$ cat config.mk
export PLATFORM = sky130hd
export DESIGN_NAME = pulse_width_packet_decoder
export DESIGN_NICKNAME = d
export VERILOG_FILES = /design/src/rtl/pwpd_pkg.sv /design/src/rtl/pulse_width_packet_decoder.sv
export SDC_FILE = /design/constraint.sdc
export NUM_CORES = 1
export LEC_CHECK = 0
export BUFFER_PORTS_ARGS = -buffer_cell sky130_fd_sc_hd__buf_2
export CAP_MARGIN = 10
export CORE_MARGIN = 5
export CORE_UTILIZATION = 47
export DETAILED_ROUTE_END_ITERATION = 6
export PLACE_DENSITY_LB_ADDON = 0.1
export RECOVER_POWER = 100
export SLEW_MARGIN = 20
export SYNTH_ARGS = -nofsm -noshare
export SYNTH_HDL_FRONTEND = slang
export SYNTH_SLANG_ARGS = --single-unit
$ cat constraint.sdc
create_clock -name clock -period 4.1 [get_ports clock]
set_input_delay 0.41 -clock clock [delete_from_list [all_inputs] [get_ports clock]]
set_output_delay 0.41 -clock clock [all_outputs]
set_load 0.02 [all_outputs]
$ cat src/rtl/pwpd_pkg.sv
package pwpd_pkg;

   // Field widths of the edge items, the results and the registers.
   localparam int unsigned DURATION_W = 20;
   localparam int unsigned ADDRESS_W  = 8;
   localparam int unsigned VALUE_W    = 4;
   localparam int unsigned WORD_W     = 16;
   localparam int unsigned SHIFT_W    = 4;
   localparam int unsigned CSR_DATA_W = 32;
   localparam int unsigned CSR_ADDR_W = 4;
   localparam int unsigned CSR_IDX_W  = 2;

   // Register indexes on the configuration port (byte address is four times the index).
   localparam logic [CSR_IDX_W-1:0] REG_LISTEN_ADDRESS = 2'd0;
   localparam logic [CSR_IDX_W-1:0] REG_SHORT_LIMIT    = 2'd1;
   localparam logic [CSR_IDX_W-1:0] REG_TIMEOUT_LIMIT  = 2'd2;

   // Register values after reset.
   localparam logic [ADDRESS_W-1:0]  LISTEN_ADDRESS_RESET = 8'd0;
   localparam logic [DURATION_W-1:0] SHORT_LIMIT_RESET    = 20'd500;
   localparam logic [DURATION_W-1:0] TIMEOUT_LIMIT_RESET  = 20'd4000;

   // Command codes and line levels.
   localparam logic CMD_EDGE   = 1'b0;
   localparam logic CMD_READ   = 1'b1;
   localparam logic LEVEL_HIGH = 1'b1;

   // Address field sits in bits 15:8 of the frame word, the value in bits 7:4.
   localparam int unsigned ADDRESS_LSB = 8;
   localparam int unsigned VALUE_LSB   = 4;

   typedef struct packed {
      logic                  cmd;
      logic                  level;
      logic [DURATION_W-1:0] duration;
   } req_item_type;

   typedef struct packed {
      logic [ADDRESS_W-1:0] pkt_address;
      logic [VALUE_W-1:0]   pkt_value;
      logic                 ready_res;
      logic                 stored_now;
   } rsp_item_type;

endpackage

$ cat src/rtl/pulse_width_packet_decoder.sv
// Pulse-width coded packet decoder.
// Edge items arrive on the req_ channel: cmd selects a line edge or a read of
// the stored packet, level is the line level after the edge and duration the
// time in microseconds since the previous edge. Every item gives exactly one
// result on the rsp_ channel with the stored packet, the ready flag and a
// flag that marks the edge which stored a new packet.
// An accepted item's result goes to the result register, or to the skid register
// while a shown result is held; one item is taken in every cycle while req_stall
// is low: decoding is a single compare, shift and match pass before the registers.
// The result register is backed by a one-item skid register, so a stall on
// rsp_ holds the shown result while one more item is still taken; req_stall
// rises only once the skid register is full, and it comes from a register.
// Reset clears the framing state, the stored packet and the ready flag,
// empties both result registers and loads the register defaults (listen
// address zero, short limit 500, timeout limit 4000).
// The csr_ port is APB-style, always ready; registers lie at byte addresses 0, 4 and 8.
// They are to be written only while no item is in flight; the block does not check.
module pulse_width_packet_decoder #(
   parameter int unsigned FRAME_BITS = 16
) (
   input  logic                               clock,
   input  logic                               reset,
   input  logic                               req_valid,
   output logic                               req_stall,
   input  pwpd_pkg::req_item_type             req_item,
   output logic                               rsp_valid,
   input  logic                               rsp_stall,
   output pwpd_pkg::rsp_item_type             rsp_item,
   input  logic                               csr_psel,
   input  logic                               csr_penable,
   input  logic                               csr_pwrite,
   input  logic [pwpd_pkg::CSR_ADDR_W-1:0]    csr_paddr,
   input  logic [pwpd_pkg::CSR_DATA_W-1:0]    csr_pwdata,
   output logic [pwpd_pkg::CSR_DATA_W-1:0]    csr_prdata,
   output logic                               csr_pready
);
   import pwpd_pkg::*;

   localparam int unsigned POS_W = (FRAME_BITS > 1) ? $clog2(FRAME_BITS) : 1;
   localparam logic [POS_W-1:0] LAST_POS = POS_W'(FRAME_BITS - 1);

   // Configuration registers.
   logic [ADDRESS_W-1:0]  listen_address_ff;
   logic [DURATION_W-1:0] short_limit_ff;
   logic [DURATION_W-1:0] timeout_limit_ff;

   // Decoder state.
   logic                  frame_active_ff, frame_active_in;
   logic [POS_W-1:0]      bit_position_ff, bit_position_in;
   logic [WORD_W-1:0]     shift_word_ff, shift_word_in;
   logic [ADDRESS_W-1:0]  stored_address_ff, stored_address_in;
   logic [VALUE_W-1:0]    stored_value_ff, stored_value_in;
   logic                  ready_flag_ff, ready_flag_in;

   // Result register and skid register.
   logic                  rsp_valid_ff, rsp_valid_in;
   rsp_item_type          rsp_item_ff, rsp_item_in;
   logic                  skid_valid_ff, skid_valid_in;
   rsp_item_type          skid_item_ff, skid_item_in;

   logic                  accept;
   logic                  rsp_take;
   logic                  csr_write;
   logic [CSR_IDX_W-1:0]  csr_index;
   logic                  pulse_bit;
   logic [SHIFT_W-1:0]    shift_amount;
   logic [WORD_W-1:0]     word_filled;
   logic [ADDRESS_W-1:0]  frame_address;
   logic [VALUE_W-1:0]    frame_value;
   logic                  stored;
   logic                  ready_out;
   rsp_item_type          result;

   assign accept    = req_valid && !req_stall;
   assign rsp_take  = rsp_valid_ff && !rsp_stall;
   assign req_stall = skid_valid_ff;
   assign rsp_valid = rsp_valid_ff;
   assign rsp_item  = rsp_item_ff;

   // Configuration port: writes complete in the access phase, reads are direct.
   assign csr_pready = 1'b1;
   assign csr_write  = csr_psel && csr_penable && csr_pwrite && csr_pready;
   assign csr_index  = csr_paddr[CSR_ADDR_W-1:CSR_ADDR_W-CSR_IDX_W];

   always_ff @(posedge clock) begin
      if (reset) begin
         listen_address_ff <= LISTEN_ADDRESS_RESET;
         short_limit_ff    <= SHORT_LIMIT_RESET;
         timeout_limit_ff  <= TIMEOUT_LIMIT_RESET;
      end else if (csr_write) begin
         case (csr_index)
            REG_LISTEN_ADDRESS: listen_address_ff <= csr_pwdata[ADDRESS_W-1:0];
            REG_SHORT_LIMIT:    short_limit_ff    <= csr_pwdata[DURATION_W-1:0];
            REG_TIMEOUT_LIMIT:  timeout_limit_ff  <= csr_pwdata[DURATION_W-1:0];
            default: ;
         endcase
      end
   end

   always_comb begin
      case (csr_index)
         REG_LISTEN_ADDRESS: csr_prdata = CSR_DATA_W'(listen_address_ff);
         REG_SHORT_LIMIT:    csr_prdata = CSR_DATA_W'(short_limit_ff);
         REG_TIMEOUT_LIMIT:  csr_prdata = CSR_DATA_W'(timeout_limit_ff);
         default:            csr_prdata = '0;
      endcase
   end

   // Pulse classification and the frame word with the new bit placed from the top.
   assign pulse_bit     = (req_item.duration < short_limit_ff);
   assign shift_amount  = SHIFT_W'(WORD_W - 1) - SHIFT_W'(bit_position_ff);
   assign word_filled   = shift_word_ff | (WORD_W'(pulse_bit) << shift_amount);
   assign frame_address = word_filled[ADDRESS_LSB +: ADDRESS_W];
   assign frame_value   = word_filled[VALUE_LSB +: VALUE_W];

   // One decode step per accepted item.
   always_comb begin
      frame_active_in   = frame_active_ff;
      bit_position_in   = bit_position_ff;
      shift_word_in     = shift_word_ff;
      stored_address_in = stored_address_ff;
      stored_value_in   = stored_value_ff;
      ready_flag_in     = ready_flag_ff;
      stored            = 1'b0;
      ready_out         = ready_flag_ff;
      if (req_item.cmd == CMD_READ) begin
         ready_flag_in = 1'b0;
      end else if (req_item.level == LEVEL_HIGH) begin
         // A long gap before a rising edge drops any frame in progress.
         if (req_item.duration > timeout_limit_ff) begin
            frame_active_in = 1'b0;
            bit_position_in = '0;
         end
      end else if (!frame_active_ff) begin
         // A zero bit while idle is the start bit.
         if (!pulse_bit) begin
            frame_active_in = 1'b1;
            bit_position_in = '0;
            shift_word_in   = '0;
         end
      end else begin
         shift_word_in = word_filled;
         if (bit_position_ff >= LAST_POS) begin
            frame_active_in = 1'b0;
            bit_position_in = '0;
            if ((listen_address_ff == '0 || listen_address_ff == frame_address) &&
                stored_value_ff != frame_value) begin
               stored_address_in = frame_address;
               stored_value_in   = frame_value;
               ready_flag_in     = 1'b1;
               stored            = 1'b1;
            end
         end else begin
            bit_position_in = bit_position_ff + POS_W'(1);
         end
      end
      if (req_item.cmd == CMD_EDGE) begin
         ready_out = ready_flag_in;
      end
   end

   always_comb begin
      result.pkt_address = stored_address_in;
      result.pkt_value   = stored_value_in;
      result.ready_res   = ready_out;
      result.stored_now  = stored;
   end

   always_ff @(posedge clock) begin
      if (reset) begin
         frame_active_ff   <= 1'b0;
         bit_position_ff   <= '0;
         shift_word_ff     <= '0;
         stored_address_ff <= '0;
         stored_value_ff   <= '0;
         ready_flag_ff     <= 1'b0;
      end else if (accept) begin
         frame_active_ff   <= frame_active_in;
         bit_position_ff   <= bit_position_in;
         shift_word_ff     <= shift_word_in;
         stored_address_ff <= stored_address_in;
         stored_value_ff   <= stored_value_in;
         ready_flag_ff     <= ready_flag_in;
      end
   end

   // Result register with a skid register behind it.
   always_comb begin
      rsp_valid_in  = rsp_valid_ff;
      rsp_item_in   = rsp_item_ff;
      skid_valid_in = skid_valid_ff;
      skid_item_in  = skid_item_ff;
      if (skid_valid_ff) begin
         if (rsp_take) begin
            rsp_item_in   = skid_item_ff;
            skid_valid_in = 1'b0;
         end
      end else if (accept) begin
         if (!rsp_valid_ff || rsp_take) begin
            rsp_valid_in = 1'b1;
            rsp_item_in  = result;
         end else begin
            skid_valid_in = 1'b1;
            skid_item_in  = result;
         end
      end else if (rsp_take) begin
         rsp_valid_in = 1'b0;
      end
   end

   always_ff @(posedge clock) begin
      if (reset) begin
         rsp_valid_ff  <= 1'b0;
         skid_valid_ff <= 1'b0;
      end else begin
         rsp_valid_ff  <= rsp_valid_in;
         skid_valid_ff <= skid_valid_in;
      end
   end

   always_ff @(posedge clock) begin
      rsp_item_ff  <= rsp_item_in;
      skid_item_ff <= skid_item_in;
   end

   // The skid register only fills behind a result that is being held.
   assert property (@(posedge clock) disable iff (reset)
      skid_valid_ff |-> rsp_valid_ff)
      else $error("skid register full while the result register is empty");

   // A packet reported as stored always leaves the ready flag set.
   assert property (@(posedge clock) disable iff (reset)
      (rsp_valid_ff && rsp_item_ff.stored_now) |-> rsp_item_ff.ready_res)
      else $error("stored packet reported without the ready flag");

   // A read command always clears the ready flag.
   assert property (@(posedge clock) disable iff (reset)
      (accept && req_item.cmd == CMD_READ) |=> !ready_flag_ff)
      else $error("ready flag survived a read command");

   // The bit position is only away from zero inside a frame.
   assert property (@(posedge clock) disable iff (reset)
      !frame_active_ff |-> (bit_position_ff == '0))
      else $error("bit position moved while idle");

   // Every accepted item leaves a result behind it in the next cycle.
   assert property (@(posedge clock) disable iff (reset)
      accept |=> rsp_valid_ff)
      else $error("accepted item produced no result");

endmodule
Yosys cells after proc, flatten, opt, wreduce, memory -nomap -nowiden
Cells that the tools add are included.

word-level totals
  flip-flop bits (word level) = 112

cells by class
  multiplexer cells = 45
  order comparisons = 3
  equal/unequal tests = 9
  add/subtract/negate cells = 2
  reductions and logical operators = 24
  shifts and indexed selects = 1
  bitwise logic cells = 5

operators with widths
  kind                                                      count
  case mux 20 bit (3 select lines)                          1
  2-to-1 mux 14 bit                                         4
  2-to-1 mux 4 bit                                          10
  2-to-1 mux 8 bit                                          5
  2-to-1 mux 16 bit                                         2
  2-to-1 mux 1 bit                                          23
  > comparator 20 bit                                       1
  < comparator 20 bit                                       1
  bitwise OR 16 bit                                         1
  << shifter 1 x 4 -> 16 bit                                1
  AND reduction 3 bit                                       4
  equality test 8 bit                                       1
  logical NOT 8 bit                                         1
  AND reduction 4 bit                                       2
  != test 2 x 1 -> 1 bit, second input constant             3
  AND reduction 2 bit                                       3
  nonzero test 2 bit                                        3
  logical AND 1 bit                                         5
  adder 4 x 1 -> 4 bit, second input constant               1
  greater-or-equal comparator 4 bit, second input constant  1
  != test 4 bit                                             1
  NOT 1 bit                                                 4
  subtractor 4 bit, first input constant                    1
  logical NOT 1 bit                                         3
  other kinds (6)                                           7

Longest topological paths before layout
  depth in word-level cells = 15
  gate-level depth with buffers = 11
  gate-level depth less buffers = 10

Worst setup path before layout
No wires, ideal clock.

  kind = input-to-reg
  from = in req_item[2] (netlist name)
  to = reg rsp_item_ff (netlist bit rsp_item[6]), data pin
  data arrival time = 2.631 ns
  setup slack = 1.208 ns
  stages on the path = 9
  path buffers = 0
  setup time = 0.261 ns
  data required time = 3.839 ns
  cell sequence = ha_1 a211oi_1 o21ai_1 a21oi_1 o211ai_2 a2111o_1 a211oi_4 nor3b_1 a221o_1

RTL lines
  what                  line                               text
  from (decl)           pulse_width_packet_decoder.sv:25   input pwpd_pkg::req_item_type req_item,
  to (signal assigned)  pulse_width_packet_decoder.sv:222  rsp_item_ff <= rsp_item_in;
  to (decl)             pulse_width_packet_decoder.sv:57   rsp_item_type rsp_item_ff, rsp_item_in;

Final worst setup path
  from = reg short_limit_ff[2]
  to = reg skid_item_ff[5] (netlist name), data pin

on the way
  word-level cells in the longest chain between the ends = 11
  elaborated cells between the ends (all ways) = 12
  classes of those cells = 1 x order compare; 2 x eq/ne; 1 x shift; 5 x mux; 1 x bitwise; 2 x reduce/logical

ends and longest elaborated chain
  what                          line                               text
  from (decl)                   pulse_width_packet_decoder.sv:44   logic [DURATION_W-1:0] short_limit_ff;
  from (signal assigned)        pulse_width_packet_decoder.sv:93   REG_SHORT_LIMIT: short_limit_ff <= csr_pwdata[DURATION_W-1:0];
  < comparator 20 bit *         pulse_width_packet_decoder.sv:110  assign pulse_bit = (req_item.duration < short_limit_ff);
  << shifter 1 x 4 -> 16 bit *  pulse_width_packet_decoder.sv:112  assign word_filled = shift_word_ff | (WORD_W'(pulse_bit) << shift_amount);
  bitwise OR 16 bit *           pulse_width_packet_decoder.sv:112
  equality test 8 bit           pulse_width_packet_decoder.sv:146  if ((listen_address_ff == '0 || listen_address_ff == frame_address) &&
  logical OR 1 bit              pulse_width_packet_decoder.sv:146
  logical AND 1 bit             pulse_width_packet_decoder.sv:146
  2-to-1 mux 4 bit *            pulse_width_packet_decoder.sv:146
  2-to-1 mux 4 bit *            pulse_width_packet_decoder.sv:143  if (bit_position_ff >= LAST_POS) begin
  2-to-1 mux 4 bit *            pulse_width_packet_decoder.sv:134  end else if (!frame_active_ff) begin
  2-to-1 mux 4 bit *            pulse_width_packet_decoder.sv:128  end else if (req_item.level == LEVEL_HIGH) begin
  2-to-1 mux 4 bit *            pulse_width_packet_decoder.sv:126  if (req_item.cmd == CMD_READ) begin
  via stored_value_in[3]        pulse_width_packet_decoder.sv:52   logic [VALUE_W-1:0] stored_value_ff, stored_value_in;
  to (signal assigned)          pulse_width_packet_decoder.sv:223  skid_item_ff <= skid_item_in;
  to (decl)                     pulse_width_packet_decoder.sv:59   rsp_item_type skid_item_ff, skid_item_in;

Mark *: on every way through the listed nets, which the timed path passes. The rest lies on a longest branch.
A chain may end at the register's enable or synchronous reset.

==> impl_metrics.csv <==
group,metric,value,unit
run_status,outcome,"complete, but fails checks",
run_status,violations,"capacitance limit, slew limit",
final_layout,seqCellArea,2440,sq um
cts,h-tree-depth,3,
placement,dp.cells,976,
synthesis,yosysMostFrequentCell,"nand2_1",
synthesis,synth_area,6230,sq um
synthesis,synthFlopType,"dfxtp_1",
timing,setup_slack,0.532,ns
timing,finClkSkew,0.00968,ns
min_path,hold_class,"primary input to flip-flop",
pwr,leakage,2.74,nW
timing,min_period_over_period,87.0,%
critical_path,path_cells,"inv_1 -> ha_1 -> a211oi_1 -> o21ai_0 -> a21oi_1 -> o211ai_1 -> a2111o_1 -> o21ai_4 -> nor3b_2 -> a21oi_1",
synthesis,ys_ff_latch,108,
route,routed_via_density,5.50,
critical_path,crit_path_top_delay_cell,"a2111o_1",
final_layout,stdcell_area,6960,sq um
pwr,ir_drop,0.204,mV
global_route,antenna_found_initial,0,
die,ios,114,
final_layout,syn_to_final_growth,11.7,%
synthesis,synth_top_area_share,25.7,%
final_layout,nFillCells,1275,
critical_path,critPathMostFrequentCell,"a21oi_1",
die,num_rows,42,
synthesis,yosys_warnings,0,
critical_path,worst_ep_arrival_time,3.65,ns
global_route,grtUsageMet2,31.4,%
die,die_x,125,um
die,core,13100,sq um
cts,cts_resized,0,
route,route.detailed.drc,0,
pwr,powerDensity,320,nW/um^2
timing,setup_viol,0,
placement,place_hpwl,11800,um
route,antenna_left,0,
placement,place.gp.congestion,0.906,
placement,dp_slack,0.599,ns
placement,port_buffers,86,
synthesis,synth_compound_area_share,22.8,%
die,die_area,15700,sq um
job,max_cap_violations,1,
critical_path,cp-start-kind,"flip-flop",
die,initial_utilization,47.4,%
critical_path,critical_path_class,"flip-flop to flip-flop",
synthesis,synthSimpleGateAreaFrac,17.6,%
cts,hold_buffers,0,
critical_path,path_delay_family,"compound AO/OA/AOI/OAI gates",
final_layout,multi_input_area,3340,sq um
route,routed_wl,16200,um
global_route,grt_max_degree,55,
cts,cts.sink_count,108,
timing,min_period,3.57,ns
final_layout,fin_cells,992,
synthesis,synth_top_area_cell,"dfxtp_1",
timing,worst_slew_pin_slew,2.57,ns
synthesis,synthXorXnorAreaFrac,0.562,%
route,wl_per_cell,16.3,um
timing,final_max_slew_viol_count,55,
synthesis,synth_common_cells,"nand2_1, a21oi_1, dfxtp_1",
synthesis,synth_area_per_cell,8.38,sq um
final_layout,fin_nets,916,
route,num_vias,5454,
synthesis,synth-edff-count,28,
timing,maxSlewHeadroom,-71.1,%
synthesis,synth_top_family_by_area,"compound AO/OA/AOI/OAI gates",
critical_path,cp-end-kind,"flip-flop",
route,drt_iter0_drc,412,
critical_path,crit_required,4.18,ns
cts,clk_latency,0.36,ns
cts,max-clock-path-buffers,2,
global_route,grt_use_met3,4.09,%
global_route,overflow,0,
final_layout,n_antenna_cell,0,
final_layout,drive_above_1_share,11.5,%
synthesis,synth_cell_types,64,
die,die_h,125,um
cts,cts_tree,"done",
timing,setup_tns,0,ns
timing,whs,0.290,ns
synthesis,ys_seq_area_share,39.2,%
synthesis,async_reset_ff_share,0,%
route,dr.pass1.iters,5,
synthesis,syn_inst,743,
global_route,grt-busiest-layer,"met2",
synthesis,synth.mux.area_fraction,4.16,%
timing,fmax,280,MHz
global_route,first_global_vias,5065,
timing,final-hold-violation-count,0,
cts,clk_pin_slew_worst_paths,0.08,ns
critical_path,crit_buf_inv,1,
cts,post_cts_buffers,0,
critical_path,crit_fanout,9,
cts,numCtsBuffers,9,
global_route,use_met1,28.2,%
synthesis,synthTopCellsByArea,"dfxtp_1, edfxtp_1, ha_1",
global_route,grt_pass1_wl,25800,um
timing,rsz0062_at_grt,"false",
cts,cts_root_buf,"clkbuf_16",
synthesis,synth_fa_ha_area_share,8.04,%
global_route,gr-usage-all-layers,20.0,%
critical_path,slowest_delay,0.59,ns
placement,placed_cell_area,6760,sq um
[layout by cell type (no fill, tap or decap), types with 7 or more instances in the layout]
cell / netlist / final
nand2_1: 97 / 97
a21oi_1: 88 / 88
dfxtp_1: 80 / 80
nor2_1: 73 / 73
inv_1: 57 / 57
buf_2: 4 / 50
clkbuf_1: 31 / 42
ha_1: 40 / 40
o21ai_0: 20 / 33
edfxtp_1: 28 / 28
mux2i_1: 18 / 18
nor2b_1: 14 / 14
nor3_1: 14 / 14
a31o_2: 13 / 13
conb_1: 2 / 13
a22o_1: 12 / 12
a211o_1: 12 / 12
a22oi_1: 10 / 10
clkbuf_16: 0 / 9
nand4_1: 8 / 8
nand2b_1: 8 / 8
a21o_1: 7 / 7
a31o_1: 7 / 7
buf_4: 15 / 7
[path summary, 6_finish.rpt]
check | from | cells after the start | end | slack [ns]
setup / recovery | short_limit_ff[2] | 10 | skid_item_ff[5] | 0.53
hold / removal | csr_pwdata[7] | 2 | short_limit_ff[7] | 0.29
setup reg to reg | short_limit_ff[2] | 10 | skid_item_ff[5] | 0.53
hold reg to reg | short_limit_ff[12] | 2 | short_limit_ff[12] | 0.47
[report_power, final]
group	internal (mW)	switching [mW]	leakage, nW	total, mW
combinational	0.0915	0.177	1.69	0.269
clock	0.418	0.411	0.131	0.830
sequential	1.11	0.0113	0.913	1.13
total	1.62	0.600	2.74	2.22
[stage by stage]
| step | power, mW | utilization (%) |
|---|---|---|
| final | 2.22 | 53.0 |
| after global routing | 2.31 | 53.0 |
| after CTS | 2.25 | 53.6 |
| after detailed placement | 1.43 | 51.5 |
| after global placement | 1.42 | 51.5 |
| after floorplan | 1.34 | - |
[cell type report]
cell class | count | area share (%)
Clock buffer | 10 | 3.29
Tap cell | 176 | 3.17
Multi-Input combinational cell | 537 | 48.1
Timing Repair Buffer | 98 | 6.56
Clock inverter | 6 | 0.719
Inverter | 57 | 3.08
Sequential cell | 108 | 35.1
[routing by layer]
metal | vias to the layer above | wire length, um
met5 | - | 0
met4 | 0 | 257
met3 | 15 | 1020
met2 | 169 | 7350
met1 | 2536 | 7530
li1 | 2734 | -
[flip-flops by register name, summed over array words and instances, names as in the netlist]
register           count
short_limit_ff        20
timeout_limit_ff      20
rsp_item              14
skid_item_ff          14
shift_word_ff         12
listen_address_ff      8
stored_address_ff      8
bit_position_ff        4
stored_value_ff        4
frame_active_ff        1
ready_flag_ff          1
req_stall              1
rsp_valid              1
[kinds of logic after synthesis]
family                   count (synthesis)
AO/OA/AOI/OAI                          215
XOR/XNOR                                 4
adder cells (fa/ha/maj)                 40
buffers and inverters                  109
flip-flops                             108
multiplexers                            24
other                                    2
AND/OR/NAND/NOR                        241
No activity file was read; power rests on OpenSTA's default activity.
